--- config.mk ---
export PLATFORM = sky130hd
export DESIGN_NAME = intel_hex_record_decoder_top
export DESIGN_NICKNAME = d
export VERILOG_FILES = /design/src/rtl/ihex_pkg.sv /design/src/rtl/ihex_parse.sv /design/src/rtl/ihex_out_reg.sv /design/src/rtl/intel_hex_record_decoder_top.sv
export SDC_FILE = /design/constraint.sdc
export NUM_CORES = 1
export LEC_CHECK = 0
export BUFFER_PORTS_ARGS = -buffer_cell sky130_fd_sc_hd__buf_2
export CAP_MARGIN = 0
export CORE_MARGIN = 3
export CORE_UTILIZATION = 40
export DETAILED_ROUTE_END_ITERATION = 10
export GPL_ROUTABILITY_DRIVEN = 0
export PLACE_DENSITY = 0.61
export SLEW_MARGIN = 20
export SYNTH_ARGS = -nofsm -noshare
export SYNTH_HDL_FRONTEND = slang
export SYNTH_SLANG_ARGS = --single-unit
--- constraint.sdc ---
create_clock -name clock -period 2.7 [get_ports clock]
set_input_delay 0.54 -clock clock [delete_from_list [all_inputs] [get_ports clock]]
set_output_delay 0.54 -clock clock [all_outputs]
set_load 0.1 [all_outputs]
--- src/rtl/ihex_pkg.sv ---
// Shared types, constants and decode functions for the Intel HEX record decoder.
`timescale 1ns / 1ps

package ihex_pkg;

   // Characters past this position on a line are dropped.
   localparam int unsigned LINE_MAX = 50;
   localparam int unsigned POS_W    = 6;

   // Character codes the decoder reacts to.
   localparam logic [7:0] CHAR_COLON   = 8'h3A;
   localparam logic [7:0] CHAR_NEWLINE = 8'h0A;
   localparam logic [7:0] CHAR_ZERO    = 8'h30;
   localparam logic [7:0] CHAR_ONE     = 8'h31;
   localparam logic [7:0] CHAR_FOUR    = 8'h34;
   localparam logic [7:0] CHAR_FIVE    = 8'h35;
   localparam logic [7:0] CHAR_NINE    = 8'h39;
   localparam logic [7:0] CHAR_UPPER_A = 8'h41;
   localparam logic [7:0] CHAR_UPPER_F = 8'h46;

   // Flash base addresses picked by the top two offset nibbles.
   localparam logic [31:0] BASE_LOW_LOW   = 32'h0800_0000;
   localparam logic [31:0] BASE_LOW_HIGH  = 32'h0800_0800;
   localparam logic [31:0] BASE_HIGH_LOW  = 32'h0800_C000;
   localparam logic [31:0] BASE_HIGH_HIGH = 32'h0800_C800;

   // Record kinds taken from the type field.
   typedef enum logic [1:0] {
      KIND_DATA   = 2'd0,
      KIND_IGNORE = 2'd1,
      KIND_EXT    = 2'd2
   } kind_type;

   // One result word: a halfword write, or nothing.
   typedef struct packed {
      logic        write_valid;
      logic [31:0] write_address;
      logic [15:0] write_data;
   } result_type;

   // Hex digit value of an ASCII character; anything else decodes to zero.
   function automatic logic [3:0] hex_value(input logic [7:0] c);
      logic [7:0] diff;
      begin
         diff = 8'd0;
         if (c >= CHAR_ZERO && c <= CHAR_NINE) begin
            diff = c - CHAR_ZERO;
         end else if (c >= CHAR_UPPER_A && c <= CHAR_UPPER_F) begin
            diff = c - CHAR_UPPER_A + 8'd10;
         end
         hex_value = diff[3:0];
      end
   endfunction

   // Flash base chosen by offset nibbles three and two.
   function automatic logic [31:0] base_for_offset(input logic [15:0] off);
      logic hi_sel;
      logic lo_sel;
      begin
         hi_sel = (off[15:12] >= 4'hC);
         lo_sel = off[11];
         if (hi_sel) begin
            base_for_offset = lo_sel ? BASE_HIGH_HIGH : BASE_HIGH_LOW;
         end else begin
            base_for_offset = lo_sel ? BASE_LOW_HIGH : BASE_LOW_LOW;
         end
      end
   endfunction

endpackage

--- src/rtl/ihex_parse.sv ---
// Line parser: record state registers and the halfword write decode.
`timescale 1ns / 1ps

module ihex_parse (
   input  logic                   clock,
   input  logic                   reset,
   input  logic                   take,
   input  logic [7:0]             rx_char,
   output ihex_pkg::result_type   result
);

   logic [ihex_pkg::POS_W-1:0] char_position_ff, char_position_in;
   logic [7:0]                 record_length_ff, record_length_in;
   logic                       type_high_is_zero_ff, type_high_is_zero_in;
   ihex_pkg::kind_type         record_kind_ff, record_kind_in;
   logic [15:0]                record_offset_ff, record_offset_in;
   logic [11:0]                nibble_hold_ff, nibble_hold_in;
   logic [15:0]                upper_address_ff, upper_address_in;

   logic [3:0]                 digit;
   logic [ihex_pkg::POS_W-1:0] pos;
   logic [ihex_pkg::POS_W-1:0] word_pos;
   logic [3:0]                 word_index;
   logic                       in_line;

   assign pos        = char_position_ff;
   assign digit      = ihex_pkg::hex_value(rx_char);
   assign in_line    = (pos < ihex_pkg::POS_W'(ihex_pkg::LINE_MAX));
   // Halfword index: the group that ends at position 12 + 4i.
   assign word_pos   = pos - ihex_pkg::POS_W'(12);
   assign word_index = word_pos[5:2];

   // Next state and result for the current character.
   always_comb begin
      char_position_in     = char_position_ff;
      record_length_in     = record_length_ff;
      type_high_is_zero_in = type_high_is_zero_ff;
      record_kind_in       = record_kind_ff;
      record_offset_in     = record_offset_ff;
      nibble_hold_in       = nibble_hold_ff;
      upper_address_in     = upper_address_ff;
      result               = '0;

      if (rx_char == ihex_pkg::CHAR_COLON) begin
         char_position_in = ihex_pkg::POS_W'(1);
      end else if (rx_char == ihex_pkg::CHAR_NEWLINE) begin
         char_position_in = '0;
      end else if (in_line) begin
         char_position_in = pos + ihex_pkg::POS_W'(1);
         case (pos)
            6'd0: begin
            end
            6'd1: record_length_in[7:4] = digit;
            6'd2: record_length_in[3:0] = digit;
            6'd3: record_offset_in[15:12] = digit;
            6'd4: record_offset_in[11:8]  = digit;
            6'd5: record_offset_in[7:4]   = digit;
            6'd6: record_offset_in[3:0]   = digit;
            6'd7: type_high_is_zero_in = (rx_char == ihex_pkg::CHAR_ZERO);
            6'd8: begin
               if (type_high_is_zero_ff && (rx_char == ihex_pkg::CHAR_ONE ||
                                            rx_char == ihex_pkg::CHAR_FIVE)) begin
                  record_kind_in = ihex_pkg::KIND_IGNORE;
               end else if (type_high_is_zero_ff && rx_char == ihex_pkg::CHAR_FOUR) begin
                  record_kind_in = ihex_pkg::KIND_EXT;
               end else begin
                  record_kind_in = ihex_pkg::KIND_DATA;
               end
            end
            default: begin
               // Data area: every fourth digit completes a group.
               if (pos[1:0] == 2'b00) begin
                  if (record_kind_ff == ihex_pkg::KIND_EXT && pos == 6'd12) begin
                     upper_address_in = {nibble_hold_ff, digit};
                  end else if (record_kind_ff == ihex_pkg::KIND_DATA &&
                               {3'b000, word_index} < record_length_ff[7:1]) begin
                     result.write_valid   = 1'b1;
                     result.write_address =
                        (ihex_pkg::base_for_offset(record_offset_ff) |
                         {upper_address_ff, record_offset_ff}) +
                        {27'd0, word_index, 1'b0};
                     result.write_data    = {nibble_hold_ff[3:0], digit,
                                             nibble_hold_ff[11:8], nibble_hold_ff[7:4]};
                  end
               end
               nibble_hold_in = {nibble_hold_ff[7:0], digit};
            end
         endcase
      end
   end

   // Record state registers.
   always_ff @(posedge clock) begin
      if (reset) begin
         char_position_ff     <= '0;
         record_length_ff     <= '0;
         type_high_is_zero_ff <= 1'b0;
         record_kind_ff       <= ihex_pkg::KIND_DATA;
         record_offset_ff     <= '0;
         nibble_hold_ff       <= '0;
         upper_address_ff     <= '0;
      end else if (take) begin
         char_position_ff     <= char_position_in;
         record_length_ff     <= record_length_in;
         type_high_is_zero_ff <= type_high_is_zero_in;
         record_kind_ff       <= record_kind_in;
         record_offset_ff     <= record_offset_in;
         nibble_hold_ff       <= nibble_hold_in;
         upper_address_ff     <= upper_address_in;
      end
   end

endmodule

--- src/rtl/ihex_out_reg.sv ---
// Result register that holds one word until the consumer takes it.
`timescale 1ns / 1ps

module ihex_out_reg (
   input  logic                 clock,
   input  logic                 reset,
   input  logic                 load,
   input  ihex_pkg::result_type load_data,
   input  logic                 rsp_ready,
   output logic                 rsp_valid,
   output logic                 can_load,
   output ihex_pkg::result_type rsp_data
);

   logic                 valid_ff, valid_in;
   ihex_pkg::result_type data_ff;

   // A new word may enter when the register is empty or being drained.
   assign can_load  = !valid_ff || rsp_ready;
   assign rsp_valid = valid_ff;
   assign rsp_data  = data_ff;

   always_comb begin
      valid_in = valid_ff;
      if (load) begin
         valid_in = 1'b1;
      end else if (rsp_ready) begin
         valid_in = 1'b0;
      end
   end

   // Valid flag.
   always_ff @(posedge clock) begin
      if (reset) begin
         valid_ff <= 1'b0;
      end else begin
         valid_ff <= valid_in;
      end
   end

   // Payload.
   always_ff @(posedge clock) begin
      if (load) begin
         data_ff <= load_data;
      end
   end

endmodule

--- src/rtl/intel_hex_record_decoder_top.sv ---
// Top level of the Intel HEX record decoder.
`timescale 1ns / 1ps

// Intel HEX record decoder. Takes the hex text one character per word on the
// req_ channel and returns exactly one result word per character on the rsp_
// channel. A result carries a halfword flash write when that character was the
// fourth digit of a data halfword; otherwise write_valid, address and data are
// zero. One character is accepted every clock cycle while req_ready is high;
// the result is held in the single result register, which also lets a new
// character enter in the cycle a waiting result is taken.
module intel_hex_record_decoder_top (
   input  logic        clock,
   input  logic        reset,
   input  logic        req_valid,
   output logic        req_ready,
   input  logic [7:0]  req_rx_char,
   output logic        rsp_valid,
   input  logic        rsp_ready,
   output logic        rsp_write_valid,
   output logic [31:0] rsp_write_address,
   output logic [15:0] rsp_write_data
);

   logic                 take;
   logic                 can_load;
   ihex_pkg::result_type next_result;
   ihex_pkg::result_type held_result;

   assign req_ready = can_load;
   assign take      = req_valid && can_load;

   // Record parser and its state.
   ihex_parse u_parse (
      .clock   (clock),
      .reset   (reset),
      .take    (take),
      .rx_char (req_rx_char),
      .result  (next_result)
   );

   // Result register.
   ihex_out_reg u_out (
      .clock     (clock),
      .reset     (reset),
      .load      (take),
      .load_data (next_result),
      .rsp_ready (rsp_ready),
      .rsp_valid (rsp_valid),
      .can_load  (can_load),
      .rsp_data  (held_result)
   );

   assign rsp_write_valid   = held_result.write_valid;
   assign rsp_write_address = held_result.write_address;
   assign rsp_write_data    = held_result.write_data;

endmodule

==> Word level (Yosys, flattened, before mapping) <==
Index checks and enable logic that the tools add are counted.
{ "totals": {"register_bits": 111, "inputBits": 12, "output_inout_bits": 51, "word_cells": 100} }
{ "classes": {"add_sub_neg": 6, "order_cmp": 7, "eq_ne": 16, "mux": 20, "bitwise": 7, "reduce_logical": 29} }
{ "ops": {"columns": ["op", "n"], "rows": [
  ["2-to-1 mux 32 bit", 8],
  ["2-to-1 mux 49 bit", 1],
  ["AND reduction 5 bit", 9],
  ["== test 8 x 6 -> 1 bit (second input constant)", 5],
  ["adder 32 x 5 -> 32 bit", 1],
  ["OR 32 bit", 1],
  ["== test 6 x 3 -> 1 bit (second input constant)", 4],
  ["2-to-1 mux 12 bit", 2],
  ["2-to-1 mux 6 bit", 3],
  ["OR reduction 15 bit", 1],
  ["OR reduction 14 bit", 1],
  ["== test 6 x 2 -> 1 bit (second input constant)", 2],
  ["== test 6 x 4 -> 1 bit (second input constant)", 2],
  ["OR reduction 9 bit", 1],
  ["== test 8 x 4 -> 1 bit (second input constant)", 1],
  ["greater-or-equal comparator 8 x 6 -> 1 bit (second input constant)", 1],
  ["greater-or-equal comparator 8 x 7 -> 1 bit (second input constant)", 1],
  ["less-or-equal comparator 8 x 6 -> 1 bit (second input constant)", 1],
  ["less-or-equal comparator 8 x 7 -> 1 bit (second input constant)", 1],
  ["2-to-1 mux 4 bit", 2],
  ["subtractor 4 x 1 -> 4 bit (second input constant)", 2],
  ["logical AND 1 bit", 7],
  ["< comparator 4 x 7 -> 1 bit", 1],
  ["AND reduction 7 bit", 1],
  ["17 further kinds", 26]
]} }

==> Depth between registers and ports, before layout <==
Gate-level depths: netlist of run 1.
{ "logic_depth": {"depth_word": 13, "ltp_mapped": 11, "mapped_depth_nobuf": 9} }

==> Modules after synthesis <==
From an unflattened synthesis of run 1, not the netlist that was laid out.
{ "hier_totals": {"hier_cells": 502, "hier_area_um2": 5248.8} }
{ "by_module_without_submodules": {"columns": ["module", "instances", "cells_each", "area_each_um2", "seq_area_each_um2"], "rows": [
  ["ihex_parse", 1, 448, 3724.8, 1181.1],
  ["ihex_out_reg", 1, 53, 1517.7, 1491.4],
  ["intel_hex_record_decoder_top", 1, 1, 6.3, 0.0]
]} }

==> Least setup slack after synthesis of run 1 <==
OpenSTA, ideal clock, no wires.
{ "synth_path": {"path_type": "register -> register", "startpoint": "register u_out.valid_ff (netlist: u_out.rsp_valid)", "endpoint": "register u_out.data_ff, in the netlist u_out.rsp_data[0], enable pin", "setup_ps": 477, "arrival_time_ps": 2895, "t_required_ps": 2223, "setup_slack_ps": -672, "path_stages_with_launch": 4, "n_path_buf": 0, "synth_period_minus_slack_ps": 3372, "path_cell_list": "dfxtp_1 -> nand2b_1 -> nand2_1 -> inv_1"} }
{ "synth_via": {"elab_chain_len": 3} }
{ "synth_rtl": {"columns": ["element", "line", "text"], "rows": [
  ["from (decl)", "ihex_out_reg.sv:15", "logic valid_ff, valid_in;"],
  ["from (signal assigned)", "ihex_out_reg.sv:37", "valid_ff <= valid_in;"],
  ["zero test 1 bit", "ihex_out_reg.sv:19", "assign can_load = !valid_ff || rsp_ready;"],
  ["logical OR 1 bit", "ihex_out_reg.sv:19", null],
  ["via req_ready", "intel_hex_record_decoder_top.sv:15", "output logic req_ready,"],
  ["logical AND 1 bit", "intel_hex_record_decoder_top.sv:30", "assign take = req_valid && can_load;"],
  ["via take", "intel_hex_record_decoder_top.sv:24", "logic take;"],
  ["to (signal assigned)", "ihex_out_reg.sv:44", "data_ff <= load_data;"],
  ["to (decl)", "ihex_out_reg.sv:16", "ihex_pkg::result_type data_ff;"]
]} }
The timed path passes the listed nets, and every way through them passes these cells.
A chain may end at the register's enable or synchronous reset.

==> Worst setup path in the final report of run 1 <==
{ "layout_path": {"startpoint": "register u_parse.char_position_ff[2] (netlist name)", "endpoint": "register u_out.data_ff, in the netlist u_out.rsp_data[45], data pin"} }
{ "layout_via": {"elab_chain_len": 5, "elab_cells_between_ends": 19, "cone_classes": "add/sub: 2; order compare: 2; eq/ne: 9; bitwise: 2; reduce/logical: 4"} }
{ "layout_rtl": {"columns": ["element", "line", "text"], "rows": [
  ["from (decl)", "ihex_parse.sv:12", "logic [ihex_pkg::POS_W-1:0] char_position_ff, char_position_in;"],
  ["from (signal assigned)", "ihex_parse.sv:103", "char_position_ff <= char_position_in;"],
  ["branches (longest 5 deep; another with adder 32 x 5 -> 32 bit)", null, null]
]} }
Parallel ways; which one is timed is not known.

==> results of run 1 <==
-- worst max-delay path, cell delays in order (launching register included) --
cell and delay (ns):
dfxtp_2 0.33, buf_4 0.15, ha_1 0.23, xnor2_1 0.16
ha_1 0.37, nand2b_1 0.09, a21o_1 0.22, or3_4 0.38
or3_1 0.32, a21oi_1 0.16
-- state kept, by name, summed over array words and instances (netlist names) --
name                          count
u_parse.upper_address_ff         15
u_parse.char_position_ff          6
u_parse.nibble_hold_ff           12
u_parse.type_high_is_zero_ff      1
u_parse.record_kind_ff            2
u_parse.record_offset_ff         16
u_out.rsp_data                   49
u_parse.record_length_ff          7
u_out.rsp_valid                   1
-- area by class of cell --
type | instances | share of cell area, %
flip-flops and latches | 109 | 43.1
multi-input cells | 360 | 38.9
repair buffers | 86 | 8.16
clock buffers | 9 | 3.63
well taps | 172 | 3.46
clock inverters | 7 | 1.61
inverters | 18 | 1.13
-- stage by stage --
step / utilization, % / hold slack, ns / TNS, ns
6_report: 48.8 / 0.452 / 0
5_1_grt: 48.8 / 0.456 / -0.00928
4_1_cts: 48.4 / 0.437 / 0
3_5_place_dp: 45.7 / 0.477 / -0.126
3_3_place_gp: 45.7 / 0.471 / 0
2_1_floorplan: - / 0.454 / 0
-- cell usage after synthesis (2+ instances only) --
cell type / count / area (um^2)
nor2_1: 100 / 375
dfxtp_1: 60 / 1200
edfxtp_1: 49 / 1470
a211oi_1: 33 / 248
xnor2_1: 24 / 210
ha_1: 21 / 263
mux2i_1: 20 / 200
nand2_1: 20 / 75.1
a21oi_1: 17 / 85.1
inv_1: 17 / 63.8
and2_1: 15 / 93.8
nor3_1: 13 / 65.1
clkbuf_1: 11 / 41.3
nor4_1: 10 / 62.6
nand3_1: 8 / 40.0
nand4_1: 7 / 43.8
or3_1: 7 / 43.8
buf_2: 6 / 30.0
nand2b_1: 5 / 31.3
nor3_2: 5 / 50.1
nor4b_1: 5 / 43.8
o21ai_0: 5 / 25.0
xor2_1: 5 / 43.8
a211oi_2: 4 / 50.1
and3_1: 4 / 25.0
a21o_1: 3 / 22.5
buf_6: 3 / 33.8
o21bai_1: 3 / 22.5
or2_2: 3 / 18.8
a22oi_1: 2 / 15.0
and4_1: 2 / 17.5
buf_1: 2 / 7.51
nor2b_1: 2 / 12.5
o32ai_1: 2 / 17.5
-- routing by layer --
metal	wire length [um]	vias to the layer above	track usage (%)	share of wire, %
met5	0	-	0	0
met4	142	0	5.52	1.3
met3	430	12	2.99	3.8
met2	5190	70	24.9	46
met1	5510	1790	22.0	49
li1	-	1962	-	-
-- worst paths after layout --
path,start,end,slack (ns),depth (start not counted)
max,u_parse.char_position_ff[2],u_out.rsp_data[45],0.16,9
min,req_valid,u_out.rsp_valid,0.45,3
max reg2reg,u_parse.char_position_ff[2],u_out.rsp_data[45],0.16,9
min reg2reg,u_parse.record_kind_ff[0],u_parse.record_kind_ff[0],0.49,2
-- cells by family (layout without fill, tap and decap cells) --
kind of cell             after synthesis  in the layout
AND/OR/NAND/NOR                      211            211
flip-flops                           109            109
AO/OA/AOI/OAI                         77             77
buffers and inverters                 42            120
XOR/XNOR                              30             30
adder cells (fa/ha/maj)               22             22
multiplexers                          20             20
-- where the power goes --
part / switching, W / total, W / internal, W
logic: 0.000413 / 0.000508 / 0.0000953
clock network: 0.000651 / 0.00140 / 0.000751
registers: 0.0000253 / 0.00180 / 0.00177
total: 0.00109 / 0.00371 / 0.00262
-- repair_timing --
action	4_1_cts	5_1_grt
setup buffers	2	2
resized for setup	1	10
pin swaps	0	1
endpoints found under the setup margin	3	44
endpoints found under the hold margin	0	0
==> results by group, run 1 <==
Status
  • Status: completed

Global route
  • Gr usage total: 15.9%
  • Largest net degree at the start of global routing: 35
  • Vias in the first global route: 3,753
  • Initial antenna violation count: 0
  • GRT overflow: 0
  • First-pass GRT wire length: 18.5 mm

Finish
  • Storage element area: 2680 um^2
  • Design Area, Final: 6210 um^2
  • # fillers: 1,189
  • Final nets: 618
  • Number of diodes: 0
  • Final std cells w/o fill: 761
  • Synth-to-layout area growth: 18.6%
  • Area of the multi-input gates: 2420 um^2
  • Layout cells sized above 1: 22.8%
  • Most frequent cells in the layout: nor2_1 (100), buf_2 (62), dfxtp_1 (57)
  • Commonest non-fill, non-tap cell in the layout: nor2_1

Yosys
  • Distinct cells, synth: 52
  • Syn avg cell area: 10.3 um^2
  • Synthesized net count: 545
  • EDFF count, synth: 49
  • Sequential area share after synthesis: 51.0%
  • Synth warn: 0
  • Synth Area in Simple Gates: 20.0%
  • Xor and xnor area share after synthesis: 5.16%
  • Post-Synth Adder-Cell Area: 5.40%
  • Flops & latches, synth: 109
  • Largest family of logic cells by synthesized area: simple AND/OR/NAND/NOR gates
  • Mapped cell area: 5240 um^2
  • Primary FF master, synth: dfxtp_1
  • Mapped Cells: 511
  • Synth async-reset ratio: 0%
  • Mux cell area share after synthesis: 3.82%
  • Compound-Gate Fraction of Synth Area: 10.9%

Job
  • Max-Cap Viols: 0

Route
  • Post-route ant nets: 0
  • Total wire length: 11.3 mm
  • WL/cell: 14.8 um
  • Initial DRC Count: 248
  • Drt drc: 0
  • Vias: 3,834
  • Vias per cell: 5.04
  • Detailed Routing Iterations Pass 1: 4

Placement
  • Cell Area, Placed: 5810 um^2
  • Number of buffers added on ports: 62
  • Pre-CTS setup slack: -0.0599 ns
  • Placed instance count: 741
  • Hpwl dp: 8.02 mm

Clock tree
  • Reg clk slew, reported paths: 0.08 ns
  • Skew-Pair Late Insertion Delay: 0.35 ns
  • Hold_buf cts: 0
  • Num CTS Buffers: 9
  • CTS Sinks: 109
  • Clock root cell: clkbuf_16
  • Clock tree buffer depth: 2
  • TritonCTS clock tree: done
  • H-tree Lvls: 3

Floorplan
  • Die X: 120 um
  • Die span in y: 120 um
  • Io pins: 63
  • Cell Rows: 41
  • Core ar.: 12,700 um^2
  • Initial Util: 41.2%
  • Die area: 14,500 um^2

Setup path
  • WP data arrival: 2.74 ns
  • Worst setup EP type: flip-flop
  • Worst Path Required: 2.90 ns
  • Startpoint Class: flip-flop
  • Crit Path Max Fanout: 7
  • WS Path Type: flip-flop to flip-flop

STA
  • Fmax: 394 MHz
  • Final worst setup slack: 0.161 ns
  • Worst clock skew: 0.00886 ns
  • Final hold viol count: 0
  • Tmin final: 2.54 ns
  • Fin crit share: 94.0%
  • Slew margin rel.: 31.4%
  • Final setup viols: 0
  • Slew of the pin with the lowest slew margin: 1.03 ns
  • Max-slew violations: 0

Power
  • Tot Pwr: 0.00371 W
  • Power Density: 597 nW/um^2
  • Static Leak: 2.16 nW
  • Max VDD drop: 0.275 mV

Worst hold path
  • Hold/Removal Path Class: input port to flip-flop
(Power assumes the default switching activity.)
==> run 2, diff against run 1 <==
--- a/config.mk
+++ b/config.mk
@@ -12,6 +12,7 @@
 export DETAILED_ROUTE_END_ITERATION = 10
 export GPL_ROUTABILITY_DRIVEN = 0
 export PLACE_DENSITY = 0.61
+export SETUP_SLACK_MARGIN = 0.5
 export SLEW_MARGIN = 20
 export SYNTH_ARGS = -nofsm -noshare
 export SYNTH_HDL_FRONTEND = slang
==> run 2 against run 1 <==
Effect of this change: die area stayed put; largest power group unchanged; clock skew is 0.00069 ns lower; register-to-register slack better by 0.02 ns; utilization is 8.5 points higher; critical path type unchanged; first-iteration DRC count is 23% higher; global-route usage is 2.3 points higher; power is 3.1% higher.
==> results by group, run 2 (synthesis results as in run 1) <==
Status
  • Status: completed

Route
  • Detailed Routing Iterations Pass 1: 4 (unchanged)
  • Initial DRC Count: 305 (+23%)
  • Post-route ant nets: 0 (unchanged)
  • WL/cell: 17.5 um (+18%)
  • Total wire length: 13.7 mm (+21%)
  • Vias per cell: 5.27 (+4.7%)
  • Vias: 4,125 (+7.6%)
  • Drt drc: 0 (unchanged)

Power
  • Pint: 0.00260 W (-0.68%)
  • Power Density: 524 nW/um^2 (-12%)
  • Switching portion of total power: 32.0% (+2.6 points)
  • Gate power share: 16.3% (+2.6 points)
  • Clock power frac: 36.7% (-1.1 points)
  • Seq pwr share: 47.0% (-1.5 points)
  • Net switching power: 0.00122 W (+12%)
  • Static Leak: 2.62 nW (+22%)
  • Max VDD drop: 0.288 mV (+4.9%)

Finish
  • Final nets: 639 (+3.4%)
  • # fillers: 1,055 (-11%)
  • Layout cells sized above 1: 40.5% (+18 points)
  • Most frequent cells in the layout: nor2_1 (69), buf_2 (62), dfxtp_1 (54)
  • Synth-to-layout area growth: 39.1%
  • Commonest non-fill, non-tap cell in the layout: nor2_1
  • Max FFs per register: 49 (unchanged)
  • Number of diodes: 0 (unchanged)

Global route
  • Gr usage total: 18.1% (+2.3 points)
  • Initial antenna violation count: 0 (unchanged)
  • Met3 usage: 3.79% (+0.80 points)
  • First-pass GRT wire length: 20.7 mm (+12%)
  • GRT busiest layer: met2
  • Met2 Usage GRT: 30.0% (+5.1 points)
  • GRT overflow: 0 (unchanged)
  • Vias in the first global route: 3,977 (+6.0%)
  • GRT met1 Usage: 23.6% (+1.6 points)
  • Largest net degree at the start of global routing: 44 (+26%)

Clock tree
  • Clock root cell: clkbuf_16
  • Clock tree buffer depth: 2 (unchanged)
  • Hold_buf cts: 0 (unchanged)
  • Num CTS Buffers: 9 (unchanged)
  • Reg clk slew, reported paths: 0.08 ns (about the same)
  • H-tree Lvls: 3 (unchanged)
  • CTS Sinks: 109 (unchanged)
  • Skew-Pair Late Insertion Delay: 0.36 ns (about the same)
  • TritonCTS clock tree: done

Setup path
  • CP cell instances: inv_4 > ha_4 > ha_4 > a21boi_2 > o211ai_1 > a21oi_2 > a2111o_2 > buf_12 > buf_16 > a21oi_2
  • Crit-path leading delay family: compound AO/OA/AOI/OAI gates
  • Worst setup EP type: flip-flop
  • FF-to-FF Start: u_parse.char_position_ff[2]
  • WP data arrival: 2.74 ns (about the same)
  • R2R Path End: u_out.rsp_data[47]
  • Buf+Inv Stages, Crit Path: 3 (+2)
  • Flop2flop setup slack: 0.18 ns (+0.02 ns)
  • R2R cell count: 10 (+1)
  • Worst Path Required: 2.92 ns (+0.02 ns)
  • Slowest stage cell, crit path: a2111o_2
  • Max incr delay on CP: 0.54 ns (+0.16 ns)
  • WS Path Type: flip-flop to flip-flop
  • Crit Path Max Fanout: 5 (-2)
  • Startpoint Class: flip-flop

Job
  • Max-Cap Viols: 0 (unchanged)

Placement
  • Pre-CTS setup slack: 0.121 ns (+0.181 ns)
  • Hpwl dp: 7.91 mm (-1.4%)
  • Number of buffers added on ports: 62 (unchanged)

Worst hold path
  • Hold Path Depth: 3 (unchanged)
  • Hold/Removal Path Class: input port to flip-flop
  • Worst Hold End: u_out.rsp_valid
  • Worst Min Path Start: req_valid

STA
  • Final hold viol count: 0 (unchanged)
  • Fmax: 398 MHz (+0.95%)
  • Fin crit share: 93.1% (-0.88 points)
  • Slew of the pin with the lowest slew margin: 0.793 ns (-0.236 ns)
  • Worst clock skew: 0.00817 ns (-0.000693 ns)
  • Final setup viols: 0 (unchanged)
  • RSZ-0062 raised after global routing: true
  • Max-slew violations: 0 (unchanged)
  • Setup TNS: 0 ns (unchanged)
  • Slew margin rel.: 47.2% (+16 points)
  • Tmin final: 2.52 ns (-0.0238 ns)
  • Final worst setup slack: 0.185 ns (+0.0238 ns)

Floorplan
  • Cell Rows: 41 (unchanged)
  • Die area: 14,500 um^2 (unchanged)
  • Core ar.: 12,700 um^2 (unchanged)
  • Io pins: 63 (unchanged)
  • Die X: 120 um (unchanged)
  • Die span in y: 120 um (unchanged)
  • Initial Util: 41.2% (unchanged)
run 2: cell type report:
type                    instances  area, um^2  area share (%)
multi-input cells             360        3110            42.7
flip-flops and latches        109        2690            36.9
repair buffers                106         860            11.8
clock buffers                   9         225            3.09
well taps                     172         215            2.95
inverters                      18        88.8            1.22
clock inverters                 7        83.8            1.15
repair inverters                1        16.3           0.223
run 2: stage by stage:
step                      std cells  power, W  instance area [um^2]  util [%]  hold WS, ns
final                           782   0.00382                  7290      57.3        0.449
after global routing            782   0.00392                  7290      57.3        0.472
after global placement          733   0.00233                  5840      45.9        0.474
after floorplan                 511   0.00225                  5340         -        0.454
after detailed placement        733   0.00234                  5840      45.9        0.482
after CTS                       774   0.00377                  6770      53.2        0.448
run 2: how the worst max path moves through the flow:
stage | startpoint | end | slack (ns) | depth (start not counted)
after global placement | u_parse.char_position_ff[2] | u_out.rsp_data[45] | 0.19 | 9
final | u_parse.char_position_ff[2] | u_out.rsp_data[47] | 0.18 | 10
after floorplan | u_parse.char_position_ff[2] | u_out.rsp_data[45] | 0.29 | 10
after global routing | u_parse.char_position_ff[2] | u_out.rsp_data[47] | 0.12 | 9
after CTS | u_parse.char_position_ff[2] | u_out.rsp_data[47] | 0.25 | 9
after detailed placement | u_parse.char_position_ff[3] | u_out.rsp_data[47] | 0.12 | 9
run 2: repair_timing:
action,in CTS,in global routing
gates cloned,8,2
setup buffers,17,6
setup endpoints to repair,76,74
pin swaps,25,34
gates resized for setup,81,84
run 2: worst register-to-register path: stages (launching register included):
cell      delay [ns]
dfxtp_4         0.38
inv_4           0.05
ha_4            0.28
ha_4            0.19
a21boi_2        0.15
o211ai_1        0.24
a21oi_2         0.10
a2111o_2        0.54
buf_12          0.20
buf_16          0.14
a21oi_2         0.11
run 2: power by group through the flow:
stage | Combinational (W) | Sequential, W | Clock [W]
2_1_floorplan | 0.000152 | 0.00209 | 0
3_3_place_gp | 0.000500 | 0.00183 | 0
3_5_place_dp | 0.000506 | 0.00183 | 0
4_1_cts | 0.000577 | 0.00180 | 0.00140
5_1_grt | 0.000653 | 0.00180 | 0.00147
6_report | 0.000624 | 0.00180 | 0.00140
run 2: metal layers:
metal,vias up,wire length [um]
li1,2001,-
met1,1980,5840
met2,116,6840
met3,28,632
met4,0,363
met5,-,0
==> run 3, diff against run 2 <==
==> constraint.sdc (replaced) <==
create_clock -name clock -period 2.19 [get_ports clock]
set_input_delay 0.438 -clock clock [delete_from_list [all_inputs] [get_ports clock]]
set_output_delay 0.438 -clock clock [all_outputs]
set_load 0.1 [all_outputs]
==> run 3 against run 2 <==
Effect of this change: power grew 29%; worst hold slack got worse by 0.097 ns; sequential power grew 23%; the flow now finishes with violations (setup timing); critical endpoint is now u_out.rsp_data[29]; sequential share of layout area decreased by 4.8 points; non-clock buffer count up 59; flip-flop and latch count did not move; cell count grew 7.5%; clock skew increased by 0.0011 ns; combinational power rose by 44%; utilization rose by 8.5 points; die area unchanged; clock power rose by 30%; largest cell class unchanged.
==> results by group, run 3 (synthesis results as in run 1) <==
Status
  • Status: complete, but fails checks
  • Failing checks: setup timing

STA
  • Fmax: 390 MHz (-1.8%)
  • Slew margin rel.: 63.8% (+17 points)
  • Slew of the pin with the lowest slew margin: 0.541 ns (-0.252 ns)
  • Tmin final: 2.56 ns (+0.0471 ns)
  • Final worst setup slack: -0.372 ns (-0.557 ns)
  • Max-slew violations: 0 (unchanged)
  • Final setup viols: 54 (+54)
  • Worst clock skew: 0.00922 ns (+0.00105 ns)
  • RSZ-0062 raised after global routing: true
  • Final hold viol count: 0 (unchanged)
  • Fin crit share: 117% (+24 points)

Placement
  • Number of buffers added on ports: 62 (unchanged)
  • Placed instance count: 770 (+5.0%)
  • Hpwl dp: 8.53 mm (+7.9%)

Power
  • Seq pwr share: 45.0% (-2.0 points)
  • Gate power share: 18.2% (+1.9 points)
  • Max VDD drop: 0.346 mV (+20%)
  • Clock power frac: 36.8% (about the same)
  • Net switching power: 0.00148 W (+21%)
  • Power Density: 589 nW/um^2 (+12%)
  • Pint: 0.00345 W (+33%)
  • Switching portion of total power: 30.0% (-1.9 points)
  • Static Leak: 3.12 nW (+19%)

Worst hold path
  • Hold Path Depth: 3 (unchanged)
  • Worst Min Path Start: req_valid
  • Hold/Removal Path Class: input port to flip-flop
  • Worst Hold End: u_out.rsp_valid

Finish
  • Final nets: 698 (+9.2%)
  • Final core utilization: 65.8% (+8.5 points)
  • Most frequent cells in the layout: buf_2 (57), nor2_1 (55), dfxtp_1 (54)
  • Max FFs per register: 49 (unchanged)
  • Final std cells w/o fill: 841 (+7.5%)
  • Layout cells sized above 1: 54.7% (+14 points)
  • # fillers: 948 (-10%)
  • Area of the multi-input gates: 3460 um^2 (+11%)
  • Commonest non-fill, non-tap cell in the layout: buf_2
  • Storage element area: 2690 um^2 (about the same)
  • Number of diodes: 0 (unchanged)
  • Synth-to-layout area growth: 59.9%

Route
  • Initial DRC Count: 337 (+10%)
  • Vias per cell: 5.35 (+1.5%)
  • Vias: 4,502 (+9.1%)
  • WL/cell: 18.3 um (+4.5%)
  • Drt drc: 0 (unchanged)
  • Post-route ant nets: 0 (unchanged)
  • Total wire length: 15.4 mm (+12%)
  • Detailed Routing Iterations Pass 1: 5 (+1)

Clock tree
  • Num CTS Buffers: 9 (unchanged)
  • H-tree Lvls: 3 (unchanged)
  • Skew-Pair Late Insertion Delay: 0.36 ns (about the same)
  • Hold_buf cts: 0 (unchanged)
  • TritonCTS clock tree: done
  • Reg clk slew, reported paths: 0.08 ns (about the same)
  • Clock root cell: clkbuf_16
  • Clock tree buffer depth: 2 (unchanged)
  • CTS Sinks: 109 (unchanged)

Floorplan
  • Cell Rows: 41 (unchanged)
  • Die area: 14,500 um^2 (unchanged)
  • Core ar.: 12,700 um^2 (unchanged)
  • Initial Util: 41.2% (unchanged)
  • Io pins: 63 (unchanged)
  • Die span in y: 120 um (unchanged)
  • Die X: 120 um (unchanged)

Setup path
  • Startpoint Class: flip-flop
  • Flop2flop setup slack: -0.37 ns (-0.56 ns)
  • Worst setup EP type: flip-flop
  • FF-to-FF Start: u_parse.char_position_ff[2]
  • R2R cell count: 11 (+1)
  • WP data arrival: 2.68 ns (-0.06 ns)
  • Worst Path Required: 2.30 ns (-0.62 ns)
  • WS Path Type: flip-flop to flip-flop
  • Crit Path Max Fanout: 5 (unchanged)
  • R2R Path End: u_out.rsp_data[29]

Global route
  • First-pass GRT wire length: 22.3 mm (+7.7%)
  • Largest net degree at the start of global routing: 33 (-25%)
  • Gr usage total: 19.6% (+1.5 points)
  • Initial antenna violation count: 0 (unchanged)
  • GRT overflow: 0 (unchanged)
  • Vias in the first global route: 4,348 (+9.3%)

Job
  • Max-Cap Viols: 0 (unchanged)
run 3: power groups by stage:
stage                     Clock [W]  Combinational (W)  Sequential [W]
after floorplan                   0           0.000222         0.00259
after global placement            0           0.000684         0.00226
after detailed placement          0           0.000690         0.00226
after CTS                   0.00183           0.000819         0.00222
after global routing        0.00189           0.000935         0.00223
final                       0.00182           0.000897         0.00222
run 3: timing repair:
| item | 4_1_cts | 5_1_grt |
|---|---|---|
| resized for setup | 108 | 146 |
| setup buffers | 26 | 21 |
| setup endpoints to repair | 103 | 105 |
| gates cloned | 8 | 0 |
| pin swaps | 31 | 77 |
run 3: stage by stage:
| step | setup TNS, ns | worst slack (ns) | total power, W | instance area, um^2 | hold WS (ns) |
|---|---|---|---|---|---|
| final | -11.89 | -0.372 | 0.00493 | 8380 | 0.351 |
| after CTS | -9.34 | -0.287 | 0.00486 | 7590 | 0.347 |
| after global routing | -15.32 | -0.422 | 0.00505 | 8380 | 0.366 |
| after floorplan | -1.16 | -0.216 | 0.00281 | 5550 | 0.454 |
| after detailed placement | -5.66 | -0.389 | 0.00296 | 6340 | 0.489 |
| after global placement | -3.74 | -0.232 | 0.00295 | 6340 | 0.475 |
run 3: worst max-delay path, cell delays in order, from the launching register on:
cell      delay [ns]
dfxtp_4         0.40
inv_4           0.06
ha_4            0.28
inv_2           0.04
fa_2            0.33
nand2b_4        0.15
a21o_4          0.22
buf_6           0.12
buf_8           0.13
nor4b_4         0.34
xnor2_1         0.17
nor2_1          0.06
run 3: worst max-delay path by stage:
stage                          to  slack [ns]                   startpoint
3_5_place_dp   u_out.rsp_data[41]       -0.39  u_parse.char_position_ff[3]
4_1_cts        u_out.rsp_data[41]       -0.29  u_parse.char_position_ff[2]
2_1_floorplan  u_out.rsp_data[45]       -0.22  u_parse.char_position_ff[2]
3_3_place_gp   u_out.rsp_data[47]       -0.23  u_parse.char_position_ff[2]
5_1_grt        u_out.rsp_data[29]       -0.42  u_parse.char_position_ff[2]
6_report       u_out.rsp_data[29]       -0.37  u_parse.char_position_ff[2]
run 3: cell type report:
cell class	instances	area share (%)
inverter	18	1.12
clock buffer	10	2.99
multi-input combinational	360	41.3
sequential	109	32.1
clock inverter	6	0.971
timing repair inverter	1	0.194
timing repair buffer	165	18.7
tap	172	2.57
run 3: metal layers:
metal	vias up	routed length, um	part of all wire, %	global-route usage, %
met5	-	0	0	0
li1	2140	-	-	-
met3	31	565	3.7	3.37
met2	110	8040	52	34.8
met4	0	461	3.0	6.16
met1	2221	6310	41	24.2
